===== config.mk =====
export PLATFORM = sky130hd
export DESIGN_NAME = psd_window
export DESIGN_NICKNAME = d
export VERILOG_FILES = /design/src/hdl/psd_pkg.sv /design/src/hdl/psd_window.sv
export SDC_FILE = /design/constraint.sdc
export NUM_CORES = 1
export LEC_CHECK = 0
export BUFFER_PORTS_ARGS = -buffer_cell sky130_fd_sc_hd__buf_2
export CAP_MARGIN = 10
export CORE_UTILIZATION = 56
export DETAILED_ROUTE_END_ITERATION = 12
export PLACE_DENSITY = 0.76
export SLEW_MARGIN = 15
export SYNTH_ARGS = -nofsm -noshare
export SYNTH_HDL_FRONTEND = slang
export SYNTH_SLANG_ARGS = --single-unit

===== constraint.sdc =====
create_clock -name clk -period 7 [get_ports clk]
set_input_delay 1.4 -clock clk [delete_from_list [all_inputs] [get_ports clk]]
set_output_delay 1.4 -clock clk [all_outputs]
set_load 0.01 [all_outputs]

===== src/hdl/psd_pkg.sv =====
`timescale 1ns / 1ps
`default_nettype none

package psd_pkg;

  // Store geometry and field widths.
  localparam int MAX_WIDTH  = 128;
  localparam int MAX_HEIGHT = 128;
  localparam int MAX_FRAMES = 4;
  localparam int CHANNELS   = 3;
  localparam int MAX_RADIUS = 15;

  localparam int COL_W   = 7;
  localparam int ROW_W   = 7;
  localparam int FRAME_W = 2;
  localparam int ADDR_W  = FRAME_W + ROW_W + COL_W;
  localparam int PIX_W   = 24;
  localparam int CHAN_W  = 8;
  localparam int DIM_W   = 8;
  localparam int RAD_W   = 4;
  localparam int DIST_W  = 28;
  localparam int SQ_W    = 2 * CHAN_W;
  localparam int SQSUM_W = SQ_W + 2;
  localparam int OFS_W   = 9;

  localparam logic [DIST_W-1:0] ALL_ONES = {DIST_W{1'b1}};

  // Function codes of an input word.
  localparam logic [1:0] FUNC_WR_SRC = 2'd0;
  localparam logic [1:0] FUNC_WR_TGT = 2'd1;
  localparam logic [1:0] FUNC_QUERY  = 2'd2;

  // Configuration register indexes.
  localparam logic [1:0] REG_WIDTH  = 2'd0;
  localparam logic [1:0] REG_HEIGHT = 2'd1;
  localparam logic [1:0] REG_RADIUS = 2'd2;

  typedef enum logic [1:0] {
    OUT_VALID   = 2'd0,
    OUT_REJECT  = 2'd1,
    OUT_OVERRUN = 2'd2
  } psd_outcome_t;

  typedef enum logic [2:0] {
    ST_IDLE,
    ST_SETUP,
    ST_SCAN,
    ST_DRAIN,
    ST_DONE
  } psd_state_t;

  typedef struct packed {
    logic [FRAME_W-1:0] sf;
    logic [COL_W-1:0]   sx;
    logic [ROW_W-1:0]   sy;
    logic [FRAME_W-1:0] tf;
    logic [COL_W-1:0]   tx;
    logic [ROW_W-1:0]   ty;
    logic [DIST_W-1:0]  thr;
  } psd_query_t;

  // Saturated register values.
  typedef struct packed {
    logic [DIM_W-1:0] w;
    logic [DIM_W-1:0] h;
    logic [RAD_W-1:0] r;
  } psd_cfg_t;

  typedef struct packed {
    logic              en;
    logic [ADDR_W-1:0] src_addr;
    logic [ADDR_W-1:0] tgt_addr;
  } psd_rd_t;

  typedef struct packed {
    logic              valid;
    logic [DIST_W-1:0] distance;
    psd_outcome_t      outcome;
  } psd_result_t;

endpackage

`default_nettype wire


===== src/hdl/psd_window.sv =====
`timescale 1ns / 1ps
`default_nettype none

module psd_window (
  input  wire logic                      clk,
  input  wire logic                      rst,
  input  wire logic                      start,
  input  wire psd_pkg::psd_query_t       query,
  input  wire psd_pkg::psd_cfg_t         cfg,
  output psd_pkg::psd_rd_t               rd,
  input  wire logic [psd_pkg::PIX_W-1:0] src_data,
  input  wire logic [psd_pkg::PIX_W-1:0] tgt_data,
  input  wire logic                      res_take,
  output psd_pkg::psd_result_t           res,
  output logic                           busy
);

  import psd_pkg::*;

  psd_state_t st, st_next;
  psd_query_t q;
  logic signed [OFS_W-1:0] x, y, x1, x2, y2;
  logic signed [OFS_W-1:0] x_next, y_next;
  logic reject, reject_next;
  logic rd_v, sq_v;
  logic [SQ_W-1:0] sq [CHANNELS];
  logic [DIST_W-1:0] acc;

  logic signed [OFS_W-1:0] bx1, bx2, by1, by2;
  logic signed [OFS_W+1:0] w_lim, h_lim, tx_s, ty_s, r_s;
  logic too_near, empty;
  logic signed [OFS_W-1:0] s_col, s_row, t_col, t_row;
  logic [SQSUM_W-1:0] sq_sum;

  function automatic logic signed [OFS_W-1:0] smax(input logic signed [OFS_W-1:0] a,
                                                    input logic signed [OFS_W-1:0] b);
    return (a > b) ? a : b;
  endfunction

  function automatic logic signed [OFS_W-1:0] smin(input logic signed [OFS_W-1:0] a,
                                                    input logic signed [OFS_W-1:0] b);
    return (a < b) ? a : b;
  endfunction

  // Edge test of the target centre. A target that passes keeps its whole
  // window inside the frame, so only the source side clips the window.
  always_comb begin
    r_s   = $signed({{(OFS_W+2-RAD_W){1'b0}}, cfg.r});
    tx_s  = $signed({{(OFS_W+2-COL_W){1'b0}}, q.tx});
    ty_s  = $signed({{(OFS_W+2-ROW_W){1'b0}}, q.ty});
    w_lim = $signed({{(OFS_W+2-DIM_W){1'b0}}, cfg.w}) - r_s;
    h_lim = $signed({{(OFS_W+2-DIM_W){1'b0}}, cfg.h}) - r_s;
    too_near = (tx_s < r_s) || (tx_s >= w_lim) || (ty_s < r_s) || (ty_s >= h_lim);
    bx1 = smax(-$signed({{(OFS_W-RAD_W){1'b0}}, cfg.r}),
               -$signed({{(OFS_W-COL_W){1'b0}}, q.sx}));
    bx2 = smin($signed({{(OFS_W-RAD_W){1'b0}}, cfg.r}),
               $signed({1'b0, cfg.w}) - 9'sd1 - $signed({{(OFS_W-COL_W){1'b0}}, q.sx}));
    by1 = smax(-$signed({{(OFS_W-RAD_W){1'b0}}, cfg.r}),
               -$signed({{(OFS_W-ROW_W){1'b0}}, q.sy}));
    by2 = smin($signed({{(OFS_W-RAD_W){1'b0}}, cfg.r}),
               $signed({1'b0, cfg.h}) - 9'sd1 - $signed({{(OFS_W-ROW_W){1'b0}}, q.sy}));
    empty = (bx1 > bx2) || (by1 > by2);
  end

  // Pixel addresses of the current window offset.
  always_comb begin
    s_col = $signed({{(OFS_W-COL_W){1'b0}}, q.sx}) + x;
    s_row = $signed({{(OFS_W-ROW_W){1'b0}}, q.sy}) + y;
    t_col = $signed({{(OFS_W-COL_W){1'b0}}, q.tx}) + x;
    t_row = $signed({{(OFS_W-ROW_W){1'b0}}, q.ty}) + y;
    rd.en       = (st == ST_SCAN);
    rd.src_addr = {q.sf, s_row[ROW_W-1:0], s_col[COL_W-1:0]};
    rd.tgt_addr = {q.tf, t_row[ROW_W-1:0], t_col[COL_W-1:0]};
  end

  // Next state, scan counters and result.
  always_comb begin
    st_next     = st;
    x_next      = x;
    y_next      = y;
    reject_next = reject;
    res.valid    = 1'b0;
    res.distance = acc;
    res.outcome  = OUT_VALID;
    case (st)
      ST_IDLE: begin
        if (start) begin
          st_next = ST_SETUP;
        end
      end
      ST_SETUP: begin
        x_next      = bx1;
        y_next      = by1;
        reject_next = too_near;
        if (too_near || empty) begin
          st_next = ST_DONE;
        end else begin
          st_next = ST_SCAN;
        end
      end
      ST_SCAN: begin
        if (x == x2) begin
          x_next = x1;
          if (y == y2) begin
            st_next = ST_DRAIN;
          end else begin
            y_next = y + 9'sd1;
          end
        end else begin
          x_next = x + 9'sd1;
        end
      end
      ST_DRAIN: begin
        if (!rd_v && !sq_v) begin
          st_next = ST_DONE;
        end
      end
      ST_DONE: begin
        res.valid = 1'b1;
        if (reject) begin
          res.distance = ALL_ONES;
          res.outcome  = OUT_REJECT;
        end else if (q.thr != ALL_ONES && acc > q.thr) begin
          res.distance = ALL_ONES;
          res.outcome  = OUT_OVERRUN;
        end
        if (res_take) begin
          st_next = ST_IDLE;
        end
      end
      default: begin
        st_next = ST_IDLE;
      end
    endcase
  end

  assign busy = (st != ST_IDLE);

  always_ff @(posedge clk) begin
    if (rst) begin
      st <= ST_IDLE;
    end else begin
      st <= st_next;
    end
  end

  // Sum of the per-channel squares of one pixel pair.
  always_comb begin
    sq_sum = '0;
    for (int ch = 0; ch < CHANNELS; ch++) begin
      sq_sum = sq_sum + SQSUM_W'(sq[ch]);
    end
  end

  // Query latch, counters and the read, square, accumulate pipeline.
  // The largest window sum stays below the 28-bit ceiling.
  always_ff @(posedge clk) begin
    if (rst) begin
      rd_v <= 1'b0;
      sq_v <= 1'b0;
    end else begin
      rd_v <= (st == ST_SCAN);
      sq_v <= rd_v;
    end
    if (st == ST_IDLE && start) begin
      q <= query;
    end
    if (st == ST_SETUP) begin
      x1  <= bx1;
      x2  <= bx2;
      y2  <= by2;
      acc <= '0;
    end else if (sq_v) begin
      acc <= acc + DIST_W'(sq_sum);
    end
    x      <= x_next;
    y      <= y_next;
    reject <= reject_next;
    for (int ch = 0; ch < CHANNELS; ch++) begin
      logic [CHAN_W-1:0] a, b, ad;
      a  = src_data[CHAN_W*ch +: CHAN_W];
      b  = tgt_data[CHAN_W*ch +: CHAN_W];
      ad = (a > b) ? (a - b) : (b - a);
      if (rd_v) begin
        sq[ch] <= ad * ad;
      end
    end
  end

endmodule

`default_nettype wire


==> metrics.md, run 1 <==
| Metric | Value |
|---|---|
| Root Driver | clkbuf_16 |
| Initial DRC count | 1,284 |
| Worst setup EP type | flop |
| Hold Violations, Final | 0 |
| Fraction of registers with async set/reset | 0% |
| Detail Route Antenna Nets | 0 |
| CTS clock-pin slew for the worst setup and hold paths | 80 ps |
| Max-slew headroom | 21.37% |
| Buf+Inv Stages, Crit Path | 5 |
| Avg Inst Size Synth | 9.507 um2 |
| Setup TNS | 0 ps |
| Routed WL per cell | 16.70 um |
| R2r endpoint | st[2] |
| Most used DFF post-synth | edfxtp_1 |
| Routability-driven placement congestion ratio | 0.9567 |
| Hold Startpoint | st[2] |
| Final nets | 3,011 |
| # hold bufs at CTS | 0 |
| Number of global-route vias before repair | 16,570 |
| Number of antenna repair diodes | 0 |
| Worst Max-Slew Pin Slew | 1179 ps |
| Synth Cell Area | 20,050 um2 |
| Yosys reg bits | 184 |
| Final setup margin | 216.7 ps |
| Hold Crit Class | flop to flop |
| I/O Pins | 197 |
| R2R depth | 23 |
| Commonest cells after routing, fill and taps aside | 313 x inv_1, 288 x ha_1, 196 x buf_2 |
| Critical-path cell list | buf_2 > inv_1 > ha_2 > fa_2 > nand3b_1 > a211o_1 > nand4b_1 > nand3_1 > a221o_1 > or3_4 > or2_1 > inv_1 > fa_1 > fa_1 > inv_1 > fa_1 > fa_1 > inv_1 > ha_4 > or2_2 > o22ai_2 > o21ai_1 > o211ai_1 > xnor2_1 |
| Clock Tree Buf Depth | 2 |
| Final setup viols | 0 |
| Num rows | 68 |
| Synth Net Count | 2,658 |
| Fmax | 147.4 MHz |
| CP startpoint kind | input port |
| Post-DP HPWL | 40.09 mm |
| Number of remaining DRC errors | 0 |
| First-pass GRT wire length | 79.03 mm |
| Post-place instance area | 22,870 um2 |
| Clock Latency Late Sink | 450 ps |
| Via density | 5.607 |
| Seq/Total Area, Yosys | 25.91% |
| CTS tree | built |
| Placement Setup Slack | -348.2 ps |
| Layout area overhead | 18.55% |
| Crit share post-route | 96.90% |
| Die Ht | 191.2 um |
| Leakage power | 11.70 nW |
| R2R Path Start | q[44] |
| Clock period minus worst slack | 6783 ps |
| P per Cell Area | 435.7 nW/um2 |
| Post-synth cell types | 78 |
| Placed Instances | 2,889 |
| Reg2Reg Setup Slack | 1580 ps |
| CTS Buf Count | 17 |
| Largest net degree at the start of global routing | 61 |
| Final Max Tran Viols | 0 |
| Starting Density | 57.47% |
| Clk_skew | 13.50 ps |
| Worst path required time | 7200 ps |
| Commonest non-fill, non-tap cell in the layout | inv_1 |
| Hold Path Depth | 1 |
| Total power | 10.36 mW |
| DIE AREA | 36,560 um2 |
| I/O Buffers | 196 |
| Crit path largest cell delay | 550 ps |
| Outcome | finished clean |
| GRT overflow | 0 |
| Number of flops mapped to enable cells by yosys | 151 |
| Crit-path max FO | 6 |
| H-tree lvl count | 4 |
| Clock sinks | 184 |
| Final core occ | 68.13% |
| Initial antenna violation count | 0 |
| Critical path class | input port to flop |
| CP max stage cell | fa_1 |
| Peak supply drop | 0.5392 mV |
| Synth Warn # | 0 |
| Layout cell share with drive strength beyond 1 | 21.82% |
| Critical Path AT | 6990 ps |
| CP top delay family | adder cells |
| Core area | 34,880 um2 |
| Total wire length | 48.93 mm |
| Final instance area | 23,770 um2 |
| Worst Hold Endpoint | st[0] |
| Gr usage total | 27.07% |
| Post-Syn Instances | 2,109 |
| TritonRoute pass-1 iters | 5 |
| Hold Slack | 514.8 ps |
| Vias | 16,430 |
| Non-filler cells, final | 2,930 |
| Max-Cap Viols | 0 |
| Chip Width | 191.2 um |
-- worst max-delay path by stage --
stage / start / to / slack [ps] / depth (start not counted)
3_3_place_gp: src_data[0] / sq[0][14] / -200 / 25
5_1_grt: src_data[16] / sq[0][46] / -40 / 25
6_report: src_data[8] / sq[0][30] / 220 / 24
2_1_floorplan: src_data[0] / sq[0][13] / -7 / 25
3_5_place_dp: src_data[0] / sq[0][13] / -350 / 27
4_1_cts: src_data[0] / sq[0][13] / 120 / 27
-- repair_timing --
action	CTS	global route
endpoints found under the setup margin	0	13
buffers inserted	0	9
resized for setup	0	47
-- layout make-up --
| class | instances | area [um2] |
|---|---|---|
| multi-input cells | 1561 | 13820 |
| fillers | 2746 | 11120 |
| flip-flops and latches | 184 | 5196 |
| repair buffers | 375 | 2332 |
| inverters | 323 | 1212 |
| well taps | 455 | 569.3 |
| clock buffers | 18 | 439.2 |
| clock inverters | 14 | 196.4 |
-- kinds of logic (layout without fill, tap and decap cells) --
logic type                 count (synthesis)  after routing  share of synthesized area (%)
and+or+nand+nor                          530            530                          13.37
adders and majority gates                417            417                          30.48
AOI/OAI and AO/OA                        386            386                          12.76
buffers and inverters                    364            730                          6.983
DFF                                      184            184                          25.91
xor gates and xnor gates                 175            175                          7.776
muxes                                     52             52                          2.708
other                                      1              1                        0.01870
-- synthesized netlist by cell type (all sizes together) (34+ instances only) --
cell type / n / area [um2]
nor2: 158 / 595.6
ha: 298 / 3729
nor2b: 34 / 212.7
nand2: 90 / 337.8
inv: 323 / 1212
edfxtp: 151 / 4534
a21oi: 122 / 610.6
mux2i: 34 / 340.3
xor2: 54 / 480.5
xnor2: 121 / 1079
o21ai: 54 / 274.0
nand3: 40 / 200.2
fa: 119 / 2382
a21o: 60 / 450.4
-- power by group --
part	internal (mW)	switching, mW
clock	0.531	0.501
sequential	1.60	0.0684
combinational	3.85	3.80
-- sequential cells by signal, indices dropped and copies added, names as in the netlist, 3 cells and up --
| signal | count |
|---|---|
| st | 3 |
| x1 | 9 |
| rd | 4 |
| y2 | 9 |
| y | 9 |
| q | 56 |
| x | 9 |
| acc | 28 |
| x2 | 9 |
| sq | 45 |
-- layer usage --
metal	wire length, um	GRT usage [%]	part of all wire [%]	vias to the layer above
met5	0	0	0	-
met4	1144	8.059	2.3	0
met3	2392	3.011	4.9	88
met2	24800	49.21	51	481
met1	20590	33.47	42	7902
li1	-	-	-	7958
(Power assumes the default switching activity.)
==> run 2, diff against run 1 <==
--- a/config.mk
+++ b/config.mk
@@ -7,9 +7,10 @@
 export LEC_CHECK = 0
 export BUFFER_PORTS_ARGS = -buffer_cell sky130_fd_sc_hd__buf_2
 export CAP_MARGIN = 10
-export CORE_UTILIZATION = 56
+export CORE_UTILIZATION = 62
+export CTS_BUF_LIST = sky130_fd_sc_hd__clkbuf_16
 export DETAILED_ROUTE_END_ITERATION = 12
-export PLACE_DENSITY = 0.76
+export PLACE_DENSITY = 0.8
 export SLEW_MARGIN = 15
 export SYNTH_ARGS = -nofsm -noshare
 export SYNTH_HDL_FRONTEND = slang
==> constraint.sdc (replaced) <==
create_clock -name clk -period 6.3 [get_ports clk]
set_input_delay 1.26 -clock clk [delete_from_list [all_inputs] [get_ports clk]]
set_output_delay 1.26 -clock clk [all_outputs]
set_load 0.01 [all_outputs]
==> run 2 against run 1 <==
  * The run now ends with setup timing left
  * Critical path depth increased by 1
  * Largest cell class unchanged
  * Clock skew increased by 5.4 ps
  * Core utilization increased by 11 points
  * Die area decreased by 9.6%
  * Cell count increased by 1.0%
==> metrics.md, run 2 (synthesis results as in run 1) <==
| Metric | Value |
|---|---|
| Outcome | complete, but fails checks (was finished clean) |
| Failing checks | setup timing |
| Clock Latency Late Sink | 470 ps (was 450 ps) |
| Worst path required time | 6580 ps (was 7200 ps) |
| Final setup margin | -406.9 ps (was 216.7 ps) |
| Critical Path Most Common Cell | fa_1 |
| Clock sinks | 184 (unchanged) |
| Via density | 5.800 (was 5.607) |
| I/O Pins | 197 (unchanged) |
| CTS tree | built (unchanged) |
| Layout area overhead | 24.61% (was 18.55%) |
| Gr usage total | 31.39% (was 27.07%) |
| P per Cell Area | 540.2 nW/um2 (was 435.7 nW/um2) |
| First-pass GRT wire length | 83.45 mm (was 79.03 mm) |
| Routability-driven placement congestion ratio | 0.9261 (was 0.9567) |
| Crit-path max FO | 4 (was 6) |
| Max FFs per register | 56 (unchanged) |
| Buf+Inv Stages, Crit Path | 6 (was 5) |
| Number of global-route vias before repair | 17,600 (was 16,570) |
| Final setup viols | 17 (was 0) |
| Non-filler cells, final | 2,960 (was 2,930) |
| H-tree lvl count | 4 (unchanged) |
| TritonRoute pass-1 iters | 5 (unchanged) |
| Die Ht | 181.8 um (was 191.2 um) |
| Biggest register | q (unchanged) |
| Final nets | 3,094 (was 3,011) |
| Hold Violations, Final | 0 (unchanged) |
| Largest net degree at the start of global routing | 61 (unchanged) |
| Detail Route Antenna Nets | 0 (unchanged) |
| Num rows | 65 (was 68) |
| Critical path class | input port to flop (unchanged) |
| Final Max Tran Viols | 0 (unchanged) |
| Fmax | 149.1 MHz |
| Peak supply drop | 1.013 mV (was 0.5392 mV) |
| Core area | 31,720 um2 (was 34,880 um2) |
| DIE AREA | 33,060 um2 (was 36,560 um2) |
| CTS clock-pin slew for the worst setup and hold paths | 80 ps (about the same) |
| # hold bufs at CTS | 0 (unchanged) |
| Hold Crit Class | flop to flop (unchanged) |
| Hold Slack | 491.9 ps (was 514.8 ps) |
| Leakage power | 12.19 nW (was 11.70 nW) |
| Worst setup EP type | flop (unchanged) |
| Clk_skew | 18.92 ps (was 13.50 ps) |
| Chip Width | 181.8 um (was 191.2 um) |
| Initial DRC count | 1,104 (was 1,284) |
| GRT overflow | 0 (unchanged) |
| Layout fillers | 2,025 (was 2,746) |
| I/O Buffers | 196 (unchanged) |
| Root Driver | clkbuf_16 (unchanged) |
| Starting Density | 63.21% (was 57.47%) |
| Max-slew headroom | 22.42% (was 21.37%) |
| Vias | 17,170 (was 16,430) |
| Clock period minus worst slack | 6707 ps |
| Setup repair after global routing missed its margin | true |
| Crit path largest cell delay | 540 ps (was 550 ps) |
| CP max stage cell | fa_1 (unchanged) |
| Setup TNS | -3601 ps (was 0 ps) |
| CP startpoint kind | input port (unchanged) |
| Commonest non-fill, non-tap cell in the layout | inv_1 (unchanged) |
| Routed WL per cell | 17.93 um (was 16.70 um) |
| Initial antenna violation count | 1 (was 0) |
| Critical Path AT | 6990 ps (about the same) |
| Commonest cells after routing, fill and taps aside | 296 x inv_1, 279 x ha_1, 252 x buf_4 (was 313 x inv_1, 288 x ha_1, 196 x buf_2) |
| Post-DP HPWL | 40.11 mm (was 40.09 mm) |
| Max-Cap Viols | 0 (unchanged) |
| Largest regs | q: 56 flops, sq: 45 flops, acc: 28 flops (unchanged) |
| Placed Instances | 2,896 (was 2,889) |
| Total wire length | 53.08 mm (was 48.93 mm) |
| Crit share post-route | 106.5% |
| Number of remaining DRC errors | 0 (unchanged) |
| Layout cell share with drive strength beyond 1 | 27.37% (was 21.82%) |
| Worst Max-Slew Pin Slew | 1164 ps (was 1179 ps) |
| Clock Tree Buf Depth | 2 (unchanged) |
| CTS Buf Count | 17 (unchanged) |
| CP top delay family | adder cells (unchanged) |
| Number of antenna repair diodes | 0 (unchanged) |
[run 2: cell types whose count changed in the layout (fill, tap and decap cells not counted), moves of 8 or more]
| cell | previous run | this run |
|---|---|---|
| a21oi_1 | 114 | 105 |
| a21oi_2 | 7 | 16 |
| buf_4 | 177 | 252 |
| ha_1 | 288 | 279 |
| ha_4 | 8 | 17 |
| inv_1 | 313 | 296 |
| inv_2 | 9 | 22 |
| nor2_1 | 149 | 133 |
| nor2_2 | 8 | 18 |
| or2_2 | 27 | 19 |
| or2_4 | 2 | 11 |
[run 2: timing repair]
action | in CTS | in global routing
buffers inserted | 26 | 8
pin swaps | 88 | 34
resized for setup | 74 | 69
setup endpoints to repair | 21 | 22
[run 2: path summary, 6_finish.rpt]
kind | endpoint | startpoint | slack, ps | cells after the start
max | sq[0][31] | src_data[8] | -410 | 25
min | st[0] | st[2] | 490 | 1
max reg2reg | st[2] | q[51] | 940 | 23
min reg2reg | st[0] | st[2] | 490 | 1
[run 2: layer usage]
layer	share of wire, %	GRT usage (%)	routed length, um	vias to the layer above
met3	5.3	4.272	2835	147
li1	-	-	-	8134
met5	0.024	0	13	-
met4	3.5	12.17	1844	2
met2	52	56.77	27420	592
met1	39	37.66	20960	8293
[run 2: cell type report]
cell class	instances	area (um2)	share of cell area [%]
Sequential cell	184	5196	20.80
Inverter	323	1247	4.993
Tap cell	402	503.0	2.013
Clock inverter	15	237.7	0.9516
Multi-Input combinational cell	1561	14320	57.33
Clock buffer	17	425.4	1.703
Timing Repair Buffer	458	3049	12.21
[run 2: worst reg2reg max path: cells and delay by family (launching register included)]
family | cells | cell delay [ps]
AOI/OAI and AO/OA | 11 | 1650
adders and majority gates | 4 | 1370
and+or+nand+nor | 4 | 970
DFF | 1 | 540
muxes | 1 | 420
buffers and inverters | 3 | 280
[run 2: through the flow]
stage | util (%) | cell area, um2 | setup WS (ps) | power [mW]
after floorplan | - | 20450 | -479.4 | 7.830
after global placement | 74.01 | 23480 | -759.7 | 10.15
after detailed placement | 74.01 | 23480 | -911.4 | 10.56
after CTS | 77.69 | 24640 | -244.7 | 12.50
after global routing | 78.77 | 24980 | -552.9 | 14.50
final | 78.77 | 24980 | -406.9 | 13.50
[run 2: report_power, final]
part / internal [mW] / leakage (nW) / switching (mW)
clock: 0.573 / 0.320 / 0.628
sequential: 1.78 / 1.66 / 0.0758
combinational: 5.27 / 10.2 / 5.17
total: 7.62 / 12.2 / 5.87
